--- src/hdl/akd_pkg.sv ---
// ----------------------------------------------------------------------------
// Ackermann drive kinematics package
// Shared widths, constants, pipeline slot types and helper functions.
// ----------------------------------------------------------------------------
package akd_pkg;

    localparam int unsigned CFG_IDX_W  = 2;
    localparam int unsigned CFG_DATA_W = 11;
    localparam int unsigned AXLE_W     = 11;
    localparam int unsigned TRACK_W    = 11;
    localparam int unsigned WHEEL_W    = 10;
    localparam int unsigned SPEED_W    = 16;
    localparam int unsigned RADIUS_W   = 18;
    localparam int unsigned RPS_W      = 32;
    localparam int unsigned PULSE_W    = 11;

    localparam logic [CFG_IDX_W-1:0] CFG_AXLE  = 2'd0;
    localparam logic [CFG_IDX_W-1:0] CFG_TRACK = 2'd1;
    localparam logic [CFG_IDX_W-1:0] CFG_WHEEL = 2'd2;

    localparam logic [AXLE_W-1:0]  AXLE_RESET  = 11'd200;
    localparam logic [TRACK_W-1:0] TRACK_RESET = 11'd160;
    localparam logic [WHEEL_W-1:0] WHEEL_RESET = 10'd65;

    localparam int unsigned ANGLE_FRAC_BITS_DEF = 14;
    localparam int unsigned CORDIC_STAGES_DEF   = 16;
    localparam int unsigned ATAN_TABLE_LEN      = 24;
    localparam int unsigned CORDIC_PRESHIFT     = 20;

    localparam logic [22:0]          INV_PI_Q24   = 23'd5340354;
    localparam int unsigned          K_Q16_W      = 26;
    localparam logic [K_Q16_W-1:0]   K_Q16        = 26'd41721514;
    localparam logic [63:0]          LIMIT_Q30    = 64'd749613206;
    localparam logic [PULSE_W-1:0]   PULSE_CENTRE = 11'd1500;
    localparam logic [PULSE_W-1:0]   PULSE_MIN    = 11'd1056;
    localparam logic [PULSE_W-1:0]   PULSE_MAX    = 11'd1944;

    localparam int unsigned COR_XW    = 41;
    localparam int unsigned COR_ZW    = 33;
    localparam int unsigned DIV_REM_W = 57;
    localparam int unsigned DIV_DEN_W = 37;
    localparam int unsigned DIV_QUO_W = 33;

    localparam logic [DIV_QUO_W-1:0] QUO_NEG_LIM = 33'h0_8000_0000;
    localparam logic [DIV_QUO_W-1:0] QUO_POS_LIM = 33'h0_7FFF_FFFF;

    typedef struct packed {
        logic [DIV_REM_W-1:0] rem;
        logic [DIV_DEN_W-1:0] den;
        logic [DIV_QUO_W-1:0] quo;
        logic                 neg;
        logic                 ovf;
    } div_slot_t;

    typedef struct packed {
        logic signed [COR_XW-1:0] x;
        logic signed [COR_XW-1:0] y;
        logic signed [COR_ZW-1:0] z;
        logic                     rneg;
        logic                     straight;
    } cor_slot_t;

    function automatic logic signed [COR_ZW-1:0] akd_atan(input int unsigned idx);
        unique case (idx)
            0:       return COR_ZW'(843314857);
            1:       return COR_ZW'(497837829);
            2:       return COR_ZW'(263043837);
            3:       return COR_ZW'(133525159);
            4:       return COR_ZW'(67021687);
            5:       return COR_ZW'(33543516);
            6:       return COR_ZW'(16775851);
            7:       return COR_ZW'(8388437);
            8:       return COR_ZW'(4194283);
            9:       return COR_ZW'(2097149);
            10:      return COR_ZW'(1048576);
            11:      return COR_ZW'(524288);
            12:      return COR_ZW'(262144);
            13:      return COR_ZW'(131072);
            14:      return COR_ZW'(65536);
            15:      return COR_ZW'(32768);
            16:      return COR_ZW'(16384);
            17:      return COR_ZW'(8192);
            18:      return COR_ZW'(4096);
            19:      return COR_ZW'(2048);
            20:      return COR_ZW'(1024);
            21:      return COR_ZW'(512);
            22:      return COR_ZW'(256);
            23:      return COR_ZW'(128);
            default: return '0;
        endcase
    endfunction

    function automatic logic signed [RPS_W-1:0] akd_saturate(input div_slot_t s);
        logic [DIV_QUO_W-1:0] mag;
        if (s.neg)
        begin
            mag = (s.ovf || s.quo > QUO_NEG_LIM) ? QUO_NEG_LIM : s.quo;
            return RPS_W'(-$signed({1'b0, mag}));
        end
        else
        begin
            mag = (s.ovf || s.quo > QUO_POS_LIM) ? QUO_POS_LIM : s.quo;
            return RPS_W'(mag);
        end
    endfunction

endpackage

--- src/hdl/akd_div_cell.sv ---
// ----------------------------------------------------------------------------
// Divider cell
// One restoring division step: settles one quotient bit and passes the slot on.
// ----------------------------------------------------------------------------
module akd_div_cell
    import akd_pkg::*;
#(
    parameter int unsigned BIT = 0
)
(
    input  logic      clk,
    input  div_slot_t slot_in,
    output div_slot_t slot_out
);

    localparam int unsigned CMP_W = (DIV_DEN_W + BIT > DIV_REM_W) ?
                                    DIV_DEN_W + BIT : DIV_REM_W;

    logic [CMP_W-1:0] rem_x;
    logic [CMP_W-1:0] den_x;
    logic             ge;
    div_slot_t        slot_next;
    div_slot_t        slot_reg;

    assign rem_x = CMP_W'(slot_in.rem);
    assign den_x = CMP_W'(slot_in.den) << BIT;
    assign ge    = rem_x >= den_x;

    always_comb
    begin
        slot_next = slot_in;
        if (ge)
        begin
            slot_next.rem      = DIV_REM_W'(rem_x - den_x);
            slot_next.quo[BIT] = 1'b1;
        end
    end

    always_ff @(posedge clk)
    begin
        slot_reg <= slot_next;
    end

    assign slot_out = slot_reg;

endmodule

--- config.mk ---
export PLATFORM = sky130hd
export DESIGN_NAME = akd_div_cell
export DESIGN_NICKNAME = d
export VERILOG_FILES = /design/src/hdl/akd_pkg.sv /design/src/hdl/akd_div_cell.sv
export SDC_FILE = /design/constraint.sdc
export NUM_CORES = 1
export LEC_CHECK = 0
export BUFFER_PORTS_ARGS = -buffer_cell sky130_fd_sc_hd__buf_2
export CORE_UTILIZATION = 25
export CTS_BUF_LIST = sky130_fd_sc_hd__clkbuf_4 sky130_fd_sc_hd__clkbuf_8 sky130_fd_sc_hd__clkbuf_16
export DETAILED_ROUTE_END_ITERATION = 7
export PLACE_DENSITY = 0.44
export SYNTH_ARGS = -nofsm -noshare
export SYNTH_HDL_FRONTEND = slang
export SYNTH_SLANG_ARGS = --single-unit
--- constraint.sdc ---
create_clock -name clk -period 3.8 [get_ports clk]
set_input_delay 0.76 -clock clk [delete_from_list [all_inputs] [get_ports clk]]
set_output_delay 0.76 -clock clk [all_outputs]
set_load 0.005 [all_outputs]
==> run metrics, run 1 <==
Synth Flop Type dfxtp_1; Iter 0 DRT Violations 303; Max FO, Critical Path 6; min-delay worst type input port to flip-flop; initial antenna violation count 3; FF+latch count, synth 129; Slew Limit Fails 0; Syn-to-layout area delta 38.23%; Global Route Usage Sum 16.40%; element type at the critical path start input port; Final Hold Fails 0; Final Cycle Share 82.82%; Slew headroom 57.27%; hold buffers post-CTS 0; Pwr Density 476.3 mW/mm2; Cell Area, Synth 0.005982 mm2; Synth area leaders dfxtp_1 (43%), ha_1 (7.7%), nand2_1 (5.1%); Top-Level Pins 259; final worst slack 0.6529 ns; vias in the first global route 5703; starting density of the core 25.49%; Resized cells post-CTS 0; most common cell after layout, fill and taps aside buf_2; outcome completed; Yosys warnings 0; Tmin final 3.147 ns; first-pass GRT wire length 30420 um; clk root buf clkbuf_16; Setup crit end kind flip-flop; # Post-CTS Setup Buffers 0; Core Footprint 0.02347 mm2; leak pwr 0.003868 uW; actual slew at the worst max-slew pin 0.6351 ns; antenna viol nets, final 0; Synth cell types 62; Die ar. 0.02455 mm2; first drt pass iteration count 6; Core Util, Final 35.23%; share of layout cells above drive strength 1 33.23%; asr flop ratio synth 0%; worst vdd ir 0.2385 mV; setup TNS 0 ns; CP max stage cell or4_1; post-placement setup slack 0.2654 ns; Setup CP Type input port to flip-flop; TritonCTS clock tree built; H-tree levels 4; total of max-cap violations 0; post-route DRC violation count 0; gp weighted congestion 0.8298; Worst-path clk slew 0.07 ns; fillcell total 2507; DR vias 5732; cell chain of the critical path buf_2 > inv_1 > ha_1 > nand2_1 > nor2_1 > nand4_1 > or3_1 > a31oi_2 > o21ai_1 > or4_1 > nand2b_1; EDFF count, synth 0; post-layout net count 1115; hpwl dp 16220 um; Seq/Total Area, Yosys 43.17%; multi-input logic area 0.003115 mm2; Crit path required time 4.17 ns; final setup vio count 0; # rows 56; most frequent cells in the layout buf_2 (258), dfxtp_1 (129), nand2_1 (82); cells after synthesis 679; CP peak stage delay 0.45 ns; WL final 19710 um; max reg flops 129; Via density 4.475; post-synth net total 847; Overflow after GRT 0; CTS Buffer Depth 2; Mapped Avg Cell Area 8.810 um2; die width 156.7 um; Worst Path Arrival 3.51 ns; IO buf count 258; die height 156.7 um; post-synth top area cell dfxtp_1; register area 0.002582 mm2; wire per inst 15.38 um; Max Clk Rate 0.3177 GHz; largest net degree at the start of global routing 46; top-area cell type share of the netlist area 43.17%; Clock Sinks 129; RSZ-0062 raised after global routing no; TritonCTS Buffers 17
## cells in the mapped netlist (all sizes together) (2+ instances only)
cell type,number
nor3,17
nor4b,3
buf,6
nor4,15
o21a,4
o211ai,11
and4,2
inv,51
nand3b,2
a211oi,4
a31o,2
or2,5
o21ai,58
dfxtp,129
xnor2,18
a21oi,52
mux2,4
nand3,9
and3,4
nor2,31
o21bai,4
nand2b,7
a21o,10
ha,37
or3,8
a31oi,12
nand4,10
o2111ai,3
nand2,82
or4,3
clkbuf,15
a21boi,4
xor2,32
and2,4
o31ai,6
## final cells by class
class,instances,area share [%]
multi-input combinational,478,37.68
sequential,129,31.23
timing repair buffer,270,16.86
clock buffer,17,5.145
tap,319,4.827
inverter,51,2.315
clock inverter,15,1.891
antenna,2,0.06052
## stage by stage
stage          hold slack (ns)  area (um2)  std cells  total power [uW]
6_report                0.4283        8269       1281              3938
5_1_grt                 0.3953        8267       1280              4171
4_1_cts                 0.4049        8264       1279              4010
3_5_place_dp            0.8641        7682       1247              2358
3_3_place_gp            0.8621        7682       1247              2361
2_1_floorplan           0.7877        5982        679              1978
## layer usage
layer,track usage [%],wire [um]
met1,20.35,8878
met2,27.68,9462
met3,4.320,1091
met4,4.809,263
met5,0,10
## power breakdown
group	total, uW	leakage (uW)	internal, uW	switching [uW]
Combinational	795	0.00250	351	444
Sequential	1530	0.00109	1500	31.5
Clock	1610	0.000281	878	737
## worst max-delay path, delay by kind of cell
family / cells / cell delay [ns]
compound gates: 2 / 0.62
fa+ha+maj: 1 / 0.39
buf+inv: 2 / 0.13
simple gates: 6 / 1.62
## cells by family after synthesis
logic type / synth area share (%)
muxes: 0.9412
and+or+nand+nor: 17.59
AOI/OAI and AO/OA: 18.16
buffers and inverters: 4.748
adders and majority gates: 8.074
xor gates and xnor gates: 7.321
DFF: 43.17
## final timing paths
kind	start	to	depth (start not counted)
worst max-delay path	slot_in[70]	slot_out[125]	11
worst min-delay path	slot_in[16]	slot_out[16]	1
Power figures use the tool's default switching activity.
==> run 2, diff against run 1 <==
Settings changed: PLACE_DENSITY 0.44 to 0.45.
Clock period 3.8 ns to 2.7 ns, I/O delays scaled along.
==> run 2 against run 1 <==
First-iteration DRC count is 14% lower; global-route usage is 1.1 points higher; non-clock buffer count is 183 higher; sequential share of layout area is 5.1 points lower; total power is 50% higher; largest cell class unchanged.
==> run metrics, run 2 (synthesis gave the netlist of run 1 again) <==
Core Util, Final 42.13% (+6.9 points); Tmin final 2.604 ns; # rows 56 (unchanged); Slew headroom 67.58% (+10 points); Via density 4.310 (-3.7%); starting density of the core 25.49% (unchanged); n_diodes 0 (-2); Overflow after GRT 0 (unchanged); met3 Track Usage GR 4.126% (-0.19 points); met2 Use GR 30.25% (+2.6 points); Worst-path clk slew 0.07 ns (about the same); die width 156.7 um (unchanged); vias in the first global route 6215 (+9.0%); DR vias 6301 (+9.9%); hold buffers post-CTS 0 (unchanged); Final Hold Fails 0 (unchanged); Hold WS 0.2070 ns (-0.2212 ns); min-delay worst type input port to flip-flop; Global Route Usage Sum 17.48% (+1.1 points); post-route DRC violation count 0 (unchanged); max reg flops 129 (unchanged); first-pass GRT wire length 32490 um (+6.8%); M1 GR Usage 21.22% (+0.86 points); die height 156.7 um (unchanged); Final Cycle Share 96.46%; Worst Path Arrival 2.93 ns (-0.58 ns); actual slew at the worst max-slew pin 0.4822 ns (-0.1529 ns); leak pwr 0.004787 uW (+24%); most frequent cells in the layout buf_2 (258), buf_4 (191), dfxtp_1 (129); Top-Level Pins 259 (unchanged); TritonCTS Buffers 17 (unchanged); hpwl dp 17410 um (+7.4%); Max FO, Critical Path 4 (-2); initial antenna violation count 0 (-3); gp weighted congestion 0.8581 (+3.4%); IO buf count 258 (unchanged); first drt pass iteration count 4 (-2); Setup crit end kind flip-flop; WL final 20750 um (+5.3%); Core Footprint 0.02347 mm2 (unchanged); Slew Limit Fails 0 (unchanged); Iter 0 DRT Violations 260 (-14%); setup TNS 0 ns (unchanged); Pwr Density 597.3 mW/mm2 (+25%); largest net degree at the start of global routing 23 (-50%); most common cell after layout, fill and taps aside buf_2; CTS Buffer Depth 2 (unchanged); total of max-cap violations 0 (unchanged); TritonCTS clock tree built; H-tree levels 4 (unchanged); worst vdd ir 0.3532 mV (+48%); final setup vio count 0 (unchanged); Syn-to-layout area delta 65.32%; clk root buf clkbuf_16; share of layout cells above drive strength 1 46.72% (+13 points); wire per inst 14.19 um (-7.7%); Max Clk Rate 0.3840 GHz; Area after DPL 0.009115 mm2 (+19%); design area 0.009889 mm2 (+20%); Crit path required time 3.02 ns (-1.15 ns); Setup CP Type input port to flip-flop; GR peak layer met2; outcome completed; Die ar. 0.02455 mm2 (unchanged); element type at the critical path start input port; Clock Sinks 129 (unchanged); post-layout net count 1298 (+16%); antenna viol nets, final 0 (unchanged)
-- run 2: cell count changes in the layout (fill, tap and decap cells not counted), moves of 3 or more --
cell,delta
buf_4,+180
a21oi_1,-7
a21oi_2,+6
nand2_1,-4
nand2_2,+4
nor4_1,-4
nor4_2,+4
o21ai_0,-3
-- run 2: per-layer routing --
layer / part of all wire, % / wire length [um] / vias to the layer above
met3: 4.7 / 978 / 21
met4: 1.7 / 346 / 0
met1: 44 / 9230 / 2826
met5: 0 / 0 / -
li1: - / - / 3300
met2: 49 / 10190 / 154
-- run 2: through the flow --
stage | total power, uW | setup slack [ns] | instances
finish | 5907 | 0.09565 | 1462
floorplan | 2796 | -0.1340 | 679
detailed placement | 3638 | -0.7313 | 1429
global route | 6265 | -0.003348 | 1462
global placement | 3642 | -0.6609 | 1429
CTS | 5980 | 0.009408 | 1461
-- run 2: final timing paths --
| kind | startpoint | depth (start not counted) | endpoint | slack, ns |
|---|---|---|---|---|
| setup / recovery | slot_in[38] | 13 | slot_out[108] | 0.1 |
| hold / removal | slot_in[32] | 1 | slot_out[32] | 0.21 |
-- run 2: critical path: stages --
cell	delay (ns)
buf_2	0.09
inv_1	0.04
ha_1	0.33
buf_4	0.15
o211ai_1	0.20
a21oi_2	0.08
o211ai_1	0.31
buf_4	0.18
a21oi_1	0.06
nor2_1	0.37
nor3_1	0.13
o21a_1	0.19
o31ai_1	0.26
-- run 2: timing repair --
| item | in CTS | in global routing |
|---|---|---|
| pin swaps | 1 | 9 |
| setup buffers | 0 | 1 |
| gates resized for setup | 2 | 34 |
| endpoints found under the setup margin | 9 | 40 |
-- run 2: layout make-up --
class | instances | area (um2)
Inverter | 51 | 191.4
Clock buffer | 17 | 425.4
Multi-Input combinational cell | 478 | 3329
Timing Repair Buffer | 453 | 2800
Fill cell | 2415 | 13580
Tap cell | 319 | 399.1
Sequential cell | 129 | 2582
Clock inverter | 15 | 161.4
-- run 2: power by group --
part           switching (uW)  internal [uW]  leakage, uW  total [uW]
Sequential               48.2           2110      0.00109        2160
Combinational             702            766      0.00342        1470
Clock                    1050           1240     0.000281        2280
==> run 3, diff against run 2 <==
Settings changed: PLACE_DENSITY 0.45 to 0.48.
==> run 3 against run 2 <==
Via count grew 1.0%; critical path depth shrank 5; setup slack gained 0.040 ns; clock-buffer cell count is the same; final cell count shrank 1.5%; critical path type unchanged; die area is the same; combinational power is essentially flat; largest power group unchanged; sequential share of layout area grew 0.41 points; non-clock buffer count shrank 25; sequential cell count is the same; total power shrank 0.15%.
==> run metrics, run 3 (synthesis gave the netlist of run 1 again) <==
min-delay src slot_in[32]; Global Route Usage Sum 17.37% (-0.11 points); TritonCTS clock tree built; CTS Buffer Depth 2 (unchanged); # rows 56 (unchanged); Top-Level Pins 259 (unchanged); share of layout cells above drive strength 1 46.65% (-0.070 points); Core Footprint 0.02347 mm2 (unchanged); clock power share 39.2% (+0.5 points); starting density of the core 25.49% (unchanged); setup TNS 0 ns (unchanged); Final Hold Fails 0 (unchanged); Syn-to-layout area delta 62.79%; clk root buf clkbuf_16; vias in the first global route 6339 (+2.0%); Iter 0 DRT Violations 393 (+51%); post-layout net count 1274 (-1.8%); Critical Path Source slot_in[119]; IO buf count 258 (unchanged); first-pass GRT wire length 32460 um (about the same); Crit path required time 3.02 ns (about the same); Setup CP Type input port to flip-flop; Area after DPL 0.008912 mm2 (-2.2%); Setup crit end kind flip-flop; wire per inst 14.77 um (+4.1%); max reg flops 129 (unchanged); design area 0.009738 mm2 (-1.5%); DR vias 6364 (+1.0%); most frequent cells in the layout buf_2 (258), buf_4 (167), dfxtp_1 (129); Total Power 5898 uW (-0.15%); Core Util, Final 41.49% (-0.64 points); Max Clk Rate 0.3900 GHz (+1.6%); Clock Sinks 129 (unchanged); TritonCTS Buffers 17 (unchanged); Worst Path Arrival 2.88 ns (-0.05 ns); initial antenna violation count 2 (+2); Slew Limit Fails 0 (unchanged); min-delay worst type input port to flip-flop; Die ar. 0.02455 mm2 (unchanged); Pint 4070 uW (-0.95%); Sequential Power Share 36.5% (about the same); WL final 21270 um (+2.5%); die height 156.7 um (unchanged); Logic pwr share 24.3% (-0.5 points); switching share of total power 30.99% (+0.55 points); antenna viol nets, final 0 (unchanged); Via density 4.419 (+2.5%); final setup vio count 0 (unchanged); largest net degree at the start of global routing 21 (-8.7%); gp weighted congestion 0.8783 (+2.4%); NetSw 1828 uW (+1.7%); Pwr Density 605.7 mW/mm2 (+1.4%); hpwl dp 17440 um (+0.17%); die width 156.7 um (unchanged); H-tree levels 4 (unchanged); Tmin final 2.564 ns (-0.04032 ns); RSZ-0062 raised after global routing yes; Max FO, Critical Path 6 (+2); element type at the critical path start input port; Worst-path clk slew 0.07 ns (about the same); first drt pass iteration count 5 (+1); Slew headroom 62.38% (-5.2 points); Final Cycle Share 94.96% (-1.5 points); worst vdd ir 0.3865 mV (+9.4%); fillcell total 2440 (+1.0%); most common cell after layout, fill and taps aside buf_2; post-route DRC violation count 0 (unchanged); actual slew at the worst max-slew pin 0.5583 ns (+0.07612 ns); Overflow after GRT 0 (unchanged); outcome completed; leak pwr 0.004658 uW (-2.7%); total of max-cap violations 0 (unchanged)
## run 3: cell count changes in the layout (fill, tap and decap cells not counted), moves of 4 or more
cell,before,now
buf_4,191,167
ha_1,36,29
ha_2,0,6
nor4_1,10,6
nor4_2,4,8
## run 3: power groups by stage
stage,clock network (uW),logic [uW],registers [uW]
2_1_floorplan,0,565,2230
6_report,2310,1440,2150
5_1_grt,2460,1580,2170
3_5_place_dp,0,1390,2200
3_3_place_gp,0,1380,2200
4_1_cts,2370,1400,2160
## run 3: path summary, 6_finish.rpt
check / to / slack [ns] / cells after the start
worst max-delay path: slot_out[99] / 0.14 / 8
worst min-delay path: slot_out[32] / 0.20 / 1
## run 3: final cells by class
class,instances,area (um2),area share (%)
Antenna cell,2,5.005,0.05139
Tap cell,319,399.1,4.099
Timing Repair Buffer,428,2605,26.75
Sequential cell,129,2582,26.52
Clock inverter,15,156.4,1.606
Clock buffer,17,425.4,4.368
Inverter,51,191.4,1.966
Multi-Input combinational cell,479,3373,34.64
## run 3: layer usage
layer | GRT usage, % | part of all wire [%] | vias to the layer above
li1 | - | - | 3246
met1 | 20.88 | 43 | 2894
met2 | 30.00 | 49 | 195
met3 | 3.517 | 5.7 | 29
met4 | 7.236 | 2.3 | 0
met5 | 0 | 0 | -
## run 3: worst max-delay path, stage by stage
cell      delay, ns
buf_2          0.11
or4_4          0.55
nor4_4         0.21
nor4b_4        0.29
o211ai_1       0.14
or2_4          0.33
or2_2          0.39
mux2_4         0.32
## run 3: what timing repair did
action,4_1_cts,5_1_grt
setup buffers,0,3
hold buffers,0,0
pin swaps,1,10
setup endpoints to repair,8,51
resized for setup,2,41
cloned,0,1
## run 3: metrics by stage
stage,hold WS (ns),setup WS (ns),instances
after floorplan,0.5677,-0.1340,679
after global placement,0.6423,-0.6627,1402
after detailed placement,0.6436,-0.7086,1402
after CTS,0.1807,0.02182,1434
after global routing,0.1795,-0.009958,1440
final,0.1969,0.1360,1440
