[config.mk]
export PLATFORM = sky130hd
export DESIGN_NAME = akd_cordic_cell
export DESIGN_NICKNAME = d
export VERILOG_FILES = /design/src/hdl/akd_pkg.sv /design/src/hdl/akd_cordic_cell.sv
export SDC_FILE = /design/constraint.sdc
export NUM_CORES = 1
export LEC_CHECK = 0
export BUFFER_PORTS_ARGS = -buffer_cell sky130_fd_sc_hd__buf_4
export CAP_MARGIN = 5
export CORE_MARGIN = 5
export CORE_UTILIZATION = 62
export CTS_CLUSTER_DIAMETER = 200
export CTS_CLUSTER_SIZE = 8
export DETAILED_ROUTE_END_ITERATION = 6
export PLACE_DENSITY = 0.88
export SETUP_SLACK_MARGIN = 0.1
export SLEW_MARGIN = 10
export SYNTH_ARGS = -nofsm -noshare
export SYNTH_HDL_FRONTEND = slang
export SYNTH_SLANG_ARGS = --single-unit
[constraint.sdc]
create_clock -name clk -period 6.2 [get_ports clk]
set_input_delay 0.31 -clock clk [delete_from_list [all_inputs] [get_ports clk]]
set_output_delay 0.31 -clock clk [all_outputs]
set_load 0.01 [all_outputs]
[src/hdl/akd_pkg.sv]
// ----------------------------------------------------------------------------
// Ackermann drive kinematics package
// Shared widths, constants, pipeline slot types and helper functions.
// ----------------------------------------------------------------------------
package akd_pkg;

    localparam int unsigned CFG_IDX_W  = 2;
    localparam int unsigned CFG_DATA_W = 11;
    localparam int unsigned AXLE_W     = 11;
    localparam int unsigned TRACK_W    = 11;
    localparam int unsigned WHEEL_W    = 10;
    localparam int unsigned SPEED_W    = 16;
    localparam int unsigned RADIUS_W   = 18;
    localparam int unsigned RPS_W      = 32;
    localparam int unsigned PULSE_W    = 11;

    localparam logic [CFG_IDX_W-1:0] CFG_AXLE  = 2'd0;
    localparam logic [CFG_IDX_W-1:0] CFG_TRACK = 2'd1;
    localparam logic [CFG_IDX_W-1:0] CFG_WHEEL = 2'd2;

    localparam logic [AXLE_W-1:0]  AXLE_RESET  = 11'd200;
    localparam logic [TRACK_W-1:0] TRACK_RESET = 11'd160;
    localparam logic [WHEEL_W-1:0] WHEEL_RESET = 10'd65;

    localparam int unsigned ANGLE_FRAC_BITS_DEF = 14;
    localparam int unsigned CORDIC_STAGES_DEF   = 16;
    localparam int unsigned ATAN_TABLE_LEN      = 24;
    localparam int unsigned CORDIC_PRESHIFT     = 20;

    localparam logic [22:0]          INV_PI_Q24   = 23'd5340354;
    localparam int unsigned          K_Q16_W      = 26;
    localparam logic [K_Q16_W-1:0]   K_Q16        = 26'd41721514;
    localparam logic [63:0]          LIMIT_Q30    = 64'd749613206;
    localparam logic [PULSE_W-1:0]   PULSE_CENTRE = 11'd1500;
    localparam logic [PULSE_W-1:0]   PULSE_MIN    = 11'd1056;
    localparam logic [PULSE_W-1:0]   PULSE_MAX    = 11'd1944;

    localparam int unsigned COR_XW    = 41;
    localparam int unsigned COR_ZW    = 33;
    localparam int unsigned DIV_REM_W = 57;
    localparam int unsigned DIV_DEN_W = 37;
    localparam int unsigned DIV_QUO_W = 33;

    localparam logic [DIV_QUO_W-1:0] QUO_NEG_LIM = 33'h0_8000_0000;
    localparam logic [DIV_QUO_W-1:0] QUO_POS_LIM = 33'h0_7FFF_FFFF;

    typedef struct packed {
        logic [DIV_REM_W-1:0] rem;
        logic [DIV_DEN_W-1:0] den;
        logic [DIV_QUO_W-1:0] quo;
        logic                 neg;
        logic                 ovf;
    } div_slot_t;

    typedef struct packed {
        logic signed [COR_XW-1:0] x;
        logic signed [COR_XW-1:0] y;
        logic signed [COR_ZW-1:0] z;
        logic                     rneg;
        logic                     straight;
    } cor_slot_t;

    function automatic logic signed [COR_ZW-1:0] akd_atan(input int unsigned idx);
        unique case (idx)
            0:       return COR_ZW'(843314857);
            1:       return COR_ZW'(497837829);
            2:       return COR_ZW'(263043837);
            3:       return COR_ZW'(133525159);
            4:       return COR_ZW'(67021687);
            5:       return COR_ZW'(33543516);
            6:       return COR_ZW'(16775851);
            7:       return COR_ZW'(8388437);
            8:       return COR_ZW'(4194283);
            9:       return COR_ZW'(2097149);
            10:      return COR_ZW'(1048576);
            11:      return COR_ZW'(524288);
            12:      return COR_ZW'(262144);
            13:      return COR_ZW'(131072);
            14:      return COR_ZW'(65536);
            15:      return COR_ZW'(32768);
            16:      return COR_ZW'(16384);
            17:      return COR_ZW'(8192);
            18:      return COR_ZW'(4096);
            19:      return COR_ZW'(2048);
            20:      return COR_ZW'(1024);
            21:      return COR_ZW'(512);
            22:      return COR_ZW'(256);
            23:      return COR_ZW'(128);
            default: return '0;
        endcase
    endfunction

    function automatic logic signed [RPS_W-1:0] akd_saturate(input div_slot_t s);
        logic [DIV_QUO_W-1:0] mag;
        if (s.neg)
        begin
            mag = (s.ovf || s.quo > QUO_NEG_LIM) ? QUO_NEG_LIM : s.quo;
            return RPS_W'(-$signed({1'b0, mag}));
        end
        else
        begin
            mag = (s.ovf || s.quo > QUO_POS_LIM) ? QUO_POS_LIM : s.quo;
            return RPS_W'(mag);
        end
    endfunction

endpackage

[src/hdl/akd_cordic_cell.sv]
// ----------------------------------------------------------------------------
// CORDIC cell
// One vectoring rotation that drives y towards zero and accumulates the angle.
// ----------------------------------------------------------------------------
module akd_cordic_cell
    import akd_pkg::*;
#(
    parameter int unsigned IDX = 0
)
(
    input  logic      clk,
    input  cor_slot_t slot_in,
    output cor_slot_t slot_out
);

    localparam logic signed [COR_ZW-1:0] ANGLE = akd_atan(IDX);

    logic signed [COR_XW-1:0] xs;
    logic signed [COR_XW-1:0] ys;
    cor_slot_t                slot_next;
    cor_slot_t                slot_reg;

    assign xs = slot_in.x >>> IDX;
    assign ys = slot_in.y >>> IDX;

    always_comb
    begin
        slot_next = slot_in;
        if (!slot_in.y[COR_XW-1])
        begin
            slot_next.x = slot_in.x + ys;
            slot_next.y = slot_in.y - xs;
            slot_next.z = slot_in.z + ANGLE;
        end
        else
        begin
            slot_next.x = slot_in.x - ys;
            slot_next.y = slot_in.y + xs;
            slot_next.z = slot_in.z - ANGLE;
        end
    end

    always_ff @(posedge clk)
    begin
        slot_reg <= slot_next;
    end

    assign slot_out = slot_reg;

endmodule

==> results of run 1 <==
cell families (layout without fill, tap and decap cells):
group	Yosys count	in the layout
muxes	15	15
xor gates and xnor gates	106	106
adders and majority gates	171	171
and+or+nand+nor	361	361
DFF	116	116
AOI/OAI and AO/OA	528	528
buffers and inverters	208	411
worst max path at each step:
stage / to / from / cells after the start / slack, ns
6_report: slot_out[33] / slot_in[75] / 13 / 2.41
5_1_grt: slot_out[32] / slot_in[75] / 13 / 2.21
4_1_cts: slot_out[33] / slot_in[75] / 13 / 2.58
3_5_place_dp: slot_out[33] / slot_in[75] / 13 / 2.22
3_3_place_gp: slot_out[33] / slot_in[75] / 13 / 2.35
2_1_floorplan: slot_out[33] / slot_in[75] / 14 / 2.67
critical path, cell delays in order:
cell       delay, ns
buf_4           0.24
inv_2           0.48
buf_4           0.59
ha_1            0.42
a21oi_1         0.16
o21ai_0         0.17
a21oi_1         0.20
o21ai_0         0.18
o31ai_1         0.40
a31oi_1         0.18
o2111ai_1       0.32
nand2_1         0.13
o311ai_1        0.28
cell type report:
type	count	area, um^2	area share
clock buffers	18	439.2	0.03149
clock inverters	14	200.2	0.01435
inverters	141	531.8	0.03812
multi-input cells	1181	8377	0.6006
flip-flops and latches	116	2322	0.1665
well taps	229	286.5	0.02054
repair buffers	238	1792	0.1285
per-stage QoR:
stage | instance area, um^2 | cells
finish | 13950 | 1937
global route | 13950 | 1937
CTS | 13950 | 1937
detailed placement | 13290 | 1903
global placement | 13290 | 1903
floorplan | 11530 | 1505
power breakdown:
| group | switching [mW] | total [mW] | leakage (nW) | internal [mW] |
|---|---|---|---|---|
| clock network | 0.417 | 1.11 | 0.304 | 0.688 |
| logic | 0.844 | 1.46 | 5.29 | 0.616 |
| registers | 0.0610 | 0.985 | 0.979 | 0.924 |
| total | 1.32 | 3.55 | 6.57 | 2.23 |
cell usage after synthesis, types with 5 or more instances:
| cell | n | area [um^2] |
|---|---|---|
| a2111oi_0 | 5 | 43.79 |
| a211oi_1 | 16 | 120.1 |
| a21o_1 | 38 | 285.3 |
| a21oi_1 | 200 | 1001 |
| a221oi_1 | 7 | 61.31 |
| a31oi_1 | 16 | 100.1 |
| and3_1 | 9 | 56.30 |
| buf_1 | 11 | 41.29 |
| buf_2 | 15 | 75.07 |
| buf_4 | 5 | 37.54 |
| clkbuf_1 | 34 | 127.6 |
| dfxtp_1 | 116 | 2322 |
| ha_1 | 167 | 2090 |
| inv_1 | 135 | 506.7 |
| mux2i_1 | 13 | 130.1 |
| nand2_1 | 88 | 330.3 |
| nand2b_1 | 11 | 68.82 |
| nand3_1 | 23 | 115.1 |
| nand4_1 | 16 | 100.1 |
| nor2_1 | 116 | 435.4 |
| nor2b_1 | 17 | 106.4 |
| nor3_1 | 30 | 150.1 |
| nor3b_1 | 5 | 37.54 |
| nor4_1 | 16 | 100.1 |
| o2111ai_1 | 5 | 43.79 |
| o211ai_1 | 11 | 82.58 |
| o21a_1 | 8 | 60.06 |
| o21ai_0 | 92 | 460.4 |
| o21bai_1 | 35 | 262.8 |
| o221ai_1 | 5 | 43.79 |
| o31a_1 | 5 | 43.79 |
| o31ai_1 | 21 | 157.7 |
| or2_2 | 12 | 75.07 |
| xnor2_1 | 87 | 762.0 |
| xor2_1 | 19 | 166.4 |
routing by layer:
layer	vias up	share of wire	wire, um	global-route usage
met4	0	0.046	1887	0.1599
met5	-	0	0	0
met2	921	0.45	18610	0.5964
li1	5715	-	-	-
met3	170	0.11	4660	0.07189
met1	5780	0.39	15870	0.4751
placed cells by master (no fill, tap or decap), types with 11 or more instances in the layout:
| cell | netlist | routed |
|---|---|---|
| a211oi_1 | 16 | 16 |
| xnor2_1 | 87 | 87 |
| nor2_1 | 116 | 116 |
| mux2i_1 | 13 | 13 |
| nand2b_1 | 11 | 11 |
| ha_1 | 167 | 167 |
| or2_2 | 12 | 12 |
| nor4_1 | 16 | 16 |
| inv_1 | 135 | 134 |
| a31oi_1 | 16 | 16 |
| a21oi_1 | 200 | 200 |
| o31ai_1 | 21 | 21 |
| nor2b_1 | 17 | 17 |
| dfxtp_1 | 116 | 116 |
| o21bai_1 | 35 | 35 |
| a21o_1 | 38 | 38 |
| nand3_1 | 23 | 23 |
| buf_4 | 5 | 236 |
| o211ai_1 | 11 | 11 |
| xor2_1 | 19 | 19 |
| clkbuf_16 | 0 | 17 |
| nor3_1 | 30 | 30 |
| nand2_1 | 88 | 88 |
| nand4_1 | 16 | 16 |
| o21ai_0 | 92 | 92 |
==> impl_metrics.csv, run 1 <==
group,metric,value,unit
setup_path,critPathLaunchType,"primary input",
timing,slew_viol_final,0,
timing,min_period,3.789,ns
timing,setup_ws,2.411,ns
placement,dp_hpwl,31780,um
finish,nets,1984,
floorplanning,chipWidth,146.4,um
floorplanning,rows,49,
timing,min_period_over_period,0.6112,
yosys,synth_mux_area_frac,0.01324,
global_route,grt_max_degree,77,
yosys,netlist-cell-type-count,86,
placement,gp_congestion,1.013,
timing,worst_slew_pin_slew,0.9372,ns
global_route,antenna_found_initial,0,
yosys,synth-main-ff-cell,"dfxtp_1",
floorplanning,io_pins,235,
drt,wire_per_inst,21.18,um
global_route,grt_util_all_layers,0.3671,
yosys,synth_compound_area_frac,0.2961,
yosys,syn_nets,1794,
run,cap_violations,0,
floorplanning,initial_core_util,0.6353,
yosys,synth-simple-area-share,0.1486,
setup_path,cp-end-kind,"flop",
global_route,grt_overflow,0,
yosys,syn_area,11530,um^2
timing,rsz0062_at_grt,"false",
power,vdd_drop_max,200.0,uV
yosys,synth.avg_cell_area,7.660,um^2
timing,whs,0.06555,ns
finish,drive_gt1_frac,0.1803,
yosys,synth_edf_count,0,
clocking,clock-sinks,116,
timing,hold_viol,0,
yosys,ys_seq_area_frac,0.2014,
finish,largest_register_ffs,116,
setup_path,crit_arrival,4.13,ns
finish,n_fill_cell,1362,
global_route,grt_pass1_wl,64140,um
drt,first_iter_violations,1759,
floorplanning,coreArea,18150,um^2
hold_path,min_path_type,"primary input to flop",
finish,syn2layout_area_growth,20.99,%
yosys,synth_xor_area_frac,0.08053,
clocking,numCtsBuffers,17,
status,status,"finished clean",
floorplanning,die_y,146.4,um
drt,wl,41020,um
clocking,clk_path_buf_depth,2,
timing,setup_violations,0,
clocking,post_cts_buffers,0,
timing,setup_tns,0,ns
setup_path,criticalPathCategory,"primary input to flop",
yosys,syn_inst,1505,
finish,post-route-util,0.7686,
yosys,synth-seq-cells,116,
yosys,ys.warnings.count,0,
timing,fmax,263.9,MHz
hold_path,min_path_cells,2,
drt,routed_via_density,6.498,
hold_path,holdPathEnd,"slot_out[2]",
drt,firstDrtPassIters,6,
clocking,cts_tree,"yes",
drt,via_count,12586,
clocking,postCtsResizedCells,0,
clocking,cts_root_buffer,"clkbuf_16",
clocking,htreeDepth,4,
clocking,clk_pin_slew_worst_paths,0.06,ns
yosys,synth_top_family_by_area,"compound AO/OA/AOI/OAI gates",
drt,drc,0,
setup_path,crit_fanout,45,
setup_path,required,6.54,ns
yosys,synth_fa_ha_area_frac,0.1882,
clocking,holdBufCountCts,2,
finish,antennaDiodeCount,0,
power,power.total,3.550,mW
timing,relSlewSlack,0.3694,
global_route,first_global_vias,12163,
drt,ant_nets,0,
power,leakage,6.571,nW
power,power_density,254.5,nW/um^2
hold_path,hold_start,"slot_in[2]",
placement,port_buffers,234,
floorplanning,dieArea,21420,um^2
yosys,async_reset_ff_frac,0,
placement,post-place-ws,2.224,ns
No activity file was read; power rests on OpenSTA's default activity.
==> inputs of run 2 (changes only) <==
- CORE_UTILIZATION: 62 -> 52
- PLACE_DENSITY: 0.88 -> 0.78
- clock period: 6.2 -> 3.46 ns (I/O delays scaled with it)
==> run 2 against run 1 <==
Power grew 82%. Cell count grew 5.7%. Core utilization shrank 11 points. First-iteration DRC count shrank 27%. Final area grew 3.7%. Critical path depth shrank 2. Via count shrank 1.9%. Hold slack lost 0.054 ns. Clock power grew 80%. Combinational power grew 85%. Critical endpoint is now slot_out[74]. Largest power group unchanged. Highest routed layer unchanged.
==> impl_metrics.csv, run 2 (synthesis gave the netlist of run 1 again) <==
group,metric,value,unit
setup_path,critPathLaunchType,"primary input",
power,switching_share,0.3707,
floorplanning,die_y,158.9,um
setup_path,critPathMostFrequentCell,"a211o_1",
timing,relSlewSlack,0.3763,
drt,firstDrtPassIters,5,
setup_path,cp-end-kind,"flop",
clocking,htreeDepth,4,
hold_path,hold_start,"slot_in[3]",
power,seqPwrFrac,0.273,
global_route,grt_pass1_wl,66160,um
floorplanning,initial_core_util,0.5283,
finish,drive_gt1_frac,0.2070,
power,p_clk_frac,0.309,
setup_path,required,3.76,ns
finish,syn2layout_area_growth,25.50,%
setup_path,crit_fanout,17,
global_route,first_global_vias,12072,
finish,largest_register_ffs,116,
hold_path,holdPathEnd,"slot_out[3]",
hold_path,min_path_type,"primary input to flop",
run,cap_violations,0,
power,combPwrFrac,0.418,
floorplanning,dieArea,25250,um^2
setup_path,critPathBufInv,2,
placement,place_area,13790,um^2
finish,post_layout_nonfiller_instances,2048,
hold_path,min_path_cells,2,
power,p_sw,2.395,mW
placement,dp_cells,2012,
setup_path,criticalPathCategory,"primary input to flop",
timing,min_period,3.128,ns
drt,ant_nets,0,
drt,wire_per_inst,20.55,um
setup_path,cp_slowest_cell,"ha_1",
power,p_int,4.065,mW
timing,hold_viol,0,
clocking,cts_tree,"yes",
clocking,clk_path_buf_depth,2,
placement,port_buffers,234,
power,leakage,6.871,nW
timing,setup_violations,0,
drt,wl,42080,um
placement,dp_hpwl,33820,um
timing,rsz0062_at_grt,"false",
setup_path,crit_arrival,3.43,ns
timing,whs,0.01182,ns
setup_path,cpPeakStageDelay,0.65,ns
placement,gp_congestion,0.9957,
global_route,antenna_found_initial,0,
clocking,cts_root_buffer,"clkbuf_16",
finish,fin_area,14470,um^2
drt,first_iter_violations,1285,
floorplanning,rows,54,
finish,antennaDiodeCount,0,
timing,worst_slew_pin_slew,0.9356,ns
setup_path,crit_path_cell_trace,"buf_4, inv_1, ha_1, nor3_1, and3_1, a221oi_1, a31oi_1, a211o_1, a211o_1, o41ai_2, a211oi_1",
global_route,grt_max_degree,91,
floorplanning,coreArea,21820,um^2
drt,drc,0,
global_route,grt_util_all_layers,0.3161,
drt,routed_via_density,6.031,
timing,fmax,319.7,MHz
clocking,numCtsBuffers,17,
finish,final_cell_mix,"294 x buf_4, 200 x a21oi_1, 167 x ha_1",
power,vdd_drop_max,279.9,uV
clocking,clk_pin_slew_worst_paths,0.06,ns
clocking,clock-sinks,116,
finish,nets,2044,
status,status,"finished clean",
setup_path,cp_top_family,"compound AO/OA/AOI/OAI gates",
floorplanning,io_pins,235,
power,power_density,446.5,nW/um^2
clocking,post_cts_buffers,0,
timing,min_period_over_period,0.9041,
global_route,grt_overflow,0,
finish,mostFrequentLayoutCell,"buf_4",
drt,via_count,12351,
floorplanning,chipWidth,158.9,um
timing,slew_viol_final,0,
==> run 2: changes by cell type in the layout (fill, tap and decap cells not counted), sizes merged <==
| cell | before | now |
|---|---|---|
| buf | 236 | 294 |
| clkinv | 7 | 9 |
| clkinvlp | 3 | 1 |
| dlygate4sd3 | 2 | 4 |
==> run 2: worst max-delay path by stage <==
stage	cells after the start	startpoint	slack, ns	end
after floorplan	14	slot_in[75]	0.36	slot_out[33]
after global placement	11	slot_in[52]	0.01	slot_out[74]
after detailed placement	11	slot_in[52]	-0.02	slot_out[74]
after CTS	12	slot_in[2]	0.40	slot_out[28]
after global routing	12	slot_in[2]	0.18	slot_out[28]
final	11	slot_in[52]	0.33	slot_out[74]
==> run 2: stage by stage <==
stage / power [mW] / utilization / TNS [ns] / worst slack [ns]
finish: 6.460 / 0.6630 / 0 / 0.3319
global route: 6.752 / 0.6630 / 0 / 0.1754
CTS: 6.439 / 0.6630 / 0 / 0.3992
detailed placement: 4.433 / 0.6318 / -0.01502 / -0.01502
global placement: 4.420 / 0.6318 / 0 / 0.01260
floorplan: 3.256 / - / 0 / 0.3556
==> run 2: power by group through the flow <==
stage | Combinational (mW) | Clock (mW) | Sequential (mW)
after global placement | 2.64 | 0 | 1.78
after detailed placement | 2.64 | 0 | 1.79
after global routing | 2.90 | 2.07 | 1.79
after floorplan | 1.33 | 0 | 1.93
final | 2.70 | 2.00 | 1.76
after CTS | 2.66 | 2.01 | 1.76
==> run 2: cell type report <==
class | count | area, um^2
Clock buffer | 18 | 439.2
Fill cell | 1951 | 7355
Timing Repair Buffer | 298 | 2247
Clock inverter | 14 | 201.4
Sequential cell | 116 | 2322
Inverter | 141 | 531.8
Multi-Input combinational cell | 1181 | 8377
Tap cell | 280 | 350.3
==> run 2: timing repair <==
| action | in CTS | in global routing |
|---|---|---|
| hold endpoints to repair | 5 | 0 |
| resized for setup | 0 | 0 |
| hold buffers | 4 | 0 |
==> run 2: layer usage <==
layer  up-vias  GRT usage  wire (um)
li1       5838          -          -
met1      5739     0.4121      17680
met2       673     0.5171      19350
met3       101    0.06947       3707
met4         0     0.1097       1347
met5         -          0          0
==> inputs of run 3 (changes only) <==
- GPL_ROUTABILITY_DRIVEN: not set -> 0
- HOLD_SLACK_MARGIN: not set -> 0.1
==> run 3 against run 2 <==
The flow now finishes with violations (design-rule violations). Critical path depth increased by 1. Setup slack better by 0.025 ns. Die area did not move. Hold slack better by 0.12 ns. Via count is 1.6% higher. Cell count decreased by 1.1%. Critical endpoint is now slot_out[28]. Largest power group unchanged.
==> impl_metrics.csv, run 3 (synthesis gave the netlist of run 1 again) <==
group,metric,value,unit
status,status,"complete, but fails checks",
status,violations,"design-rule violations",
timing,min_period,3.103,ns
finish,fin_area,14310,um^2
finish,drive_gt1_frac,0.1948,
placement,place_area,13590,um^2
drt,routed_via_density,6.200,
global_route,grt_overflow,0,
setup_path,cp-end-kind,"flop",
finish,post_layout_nonfiller_instances,2025,
run,cap_violations,0,
clocking,post_cts_buffers,0,
drt,ant_nets,0,
finish,n_fill_cell,1879,
clocking,holdBufCountCts,7,
clocking,cts_root_buffer,"clkbuf_16",
timing,min_period_over_period,0.8969,
global_route,antenna_found_initial,0,
clocking,clock-sinks,116,
timing,setup_tns,0,ns
placement,dp_hpwl,30740,um
clocking,htreeDepth,4,
power,seqPwrFrac,0.274,
clocking,clk_path_buf_depth,2,
floorplanning,io_pins,235,
setup_path,critPathLaunchType,"primary input",
floorplanning,rows,54,
power,power_density,446.8,nW/um^2
placement,dp_cells,1986,
drt,drc,2,
floorplanning,initial_core_util,0.5283,
drt,firstDrtPassIters,7,
setup_path,crit_arrival,3.41,ns
drt,wl,39180,um
floorplanning,coreArea,21820,um^2
timing,hold_viol,0,
power,p_clk_frac,0.311,
timing,rsz0062_at_grt,"false",
finish,antennaDiodeCount,0,
timing,slew_viol_final,0,
drt,via_count,12554,
timing,fmax,322.2,MHz
drt,first_iter_violations,1953,
timing,setup_violations,0,
clocking,numCtsBuffers,17,
finish,largest_register_ffs,116,
power,leakage,6.754,nW
drt,wire_per_inst,19.35,um
finish,mostFrequentLayoutCell,"buf_4",
floorplanning,chipWidth,158.9,um
finish,syn2layout_area_growth,24.15,%
power,vdd_drop_max,315.0,uV
hold_path,min_path_type,"primary input to flop",
placement,port_buffers,234,
global_route,grt_pass1_wl,61870,um
clocking,cts_tree,"yes",
floorplanning,die_y,158.9,um
power,power.total,6.395,mW
clocking,clk_pin_slew_worst_paths,0.06,ns
timing,relSlewSlack,0.4210,
timing,worst_slew_pin_slew,0.8606,ns
setup_path,crit_fanout,4,
global_route,first_global_vias,12004,
floorplanning,dieArea,25250,um^2
setup_path,required,3.77,ns
power,combPwrFrac,0.414,
clocking,postCtsResizedCells,0,
finish,final_cell_mix,"268 x buf_4, 200 x a21oi_1, 167 x ha_1",
global_route,grt_util_all_layers,0.2930,
setup_path,criticalPathCategory,"primary input to flop",
power,switching_share,0.3656,
global_route,grt_max_degree,64,
power,p_sw,2.338,mW
finish,nets,2021,
power,p_int,4.057,mW
==> run 3: power groups by stage <==
stage          registers [mW]  logic, mW  clock network, mW
2_1_floorplan            1.93       1.33                  0
3_3_place_gp             1.78       2.54                  0
3_5_place_dp             1.78       2.57                  0
4_1_cts                  1.76       2.60               2.01
5_1_grt                  1.78       2.83               2.07
6_report                 1.75       2.65               1.99
==> run 3: area by class of cell <==
cell class | instances | area (um^2) | share of cell area
Clock buffer | 19 | 452.9 | 0.03165
Clock inverter | 13 | 196.4 | 0.01372
Inverter | 141 | 531.8 | 0.03715
Multi-Input combinational cell | 1181 | 8377 | 0.5853
Sequential cell | 116 | 2322 | 0.1623
Tap cell | 280 | 350.3 | 0.02448
Timing Repair Buffer | 275 | 2082 | 0.1455
==> run 3: worst max-delay path, cell delays in order <==
cell,delay (ns)
dlygate4sd3_1,0.53
buf_4,0.15
fa_1,0.45
a21o_1,0.22
a31o_2,0.25
a31oi_1,0.25
o21ai_1,0.17
o211ai_1,0.24
a31oi_1,0.24
a31oi_1,0.38
o21ai_0,0.18
xor2_1,0.17
==> run 3: through the flow <==
step	utilization	setup WS (ns)	hold WS [ns]
floorplan	-	0.3556	0.2007
global placement	0.6229	0.2182	0.2784
detailed placement	0.6229	0.1178	0.2812
CTS	0.6558	0.3877	0.1282
global route	0.6558	0.1005	0.1380
finish	0.6558	0.3568	0.1311
==> run 3: routing by layer <==
metal | vias to the layer above | track usage | share of wire
li1 | 5784 | - | -
met1 | 5631 | 0.3737 | 0.40
met2 | 929 | 0.4670 | 0.44
met3 | 210 | 0.06169 | 0.10
met4 | 0 | 0.1516 | 0.056
met5 | - | 0 | 0
==> run 3: final timing paths <==
| check | startpoint | slack [ns] | end | cells past startpoint |
|---|---|---|---|---|
| worst max-delay path | slot_in[2] | 0.36 | slot_out[28] | 12 |
| worst min-delay path | slot_in[77] | 0.13 | slot_out[36] | 3 |
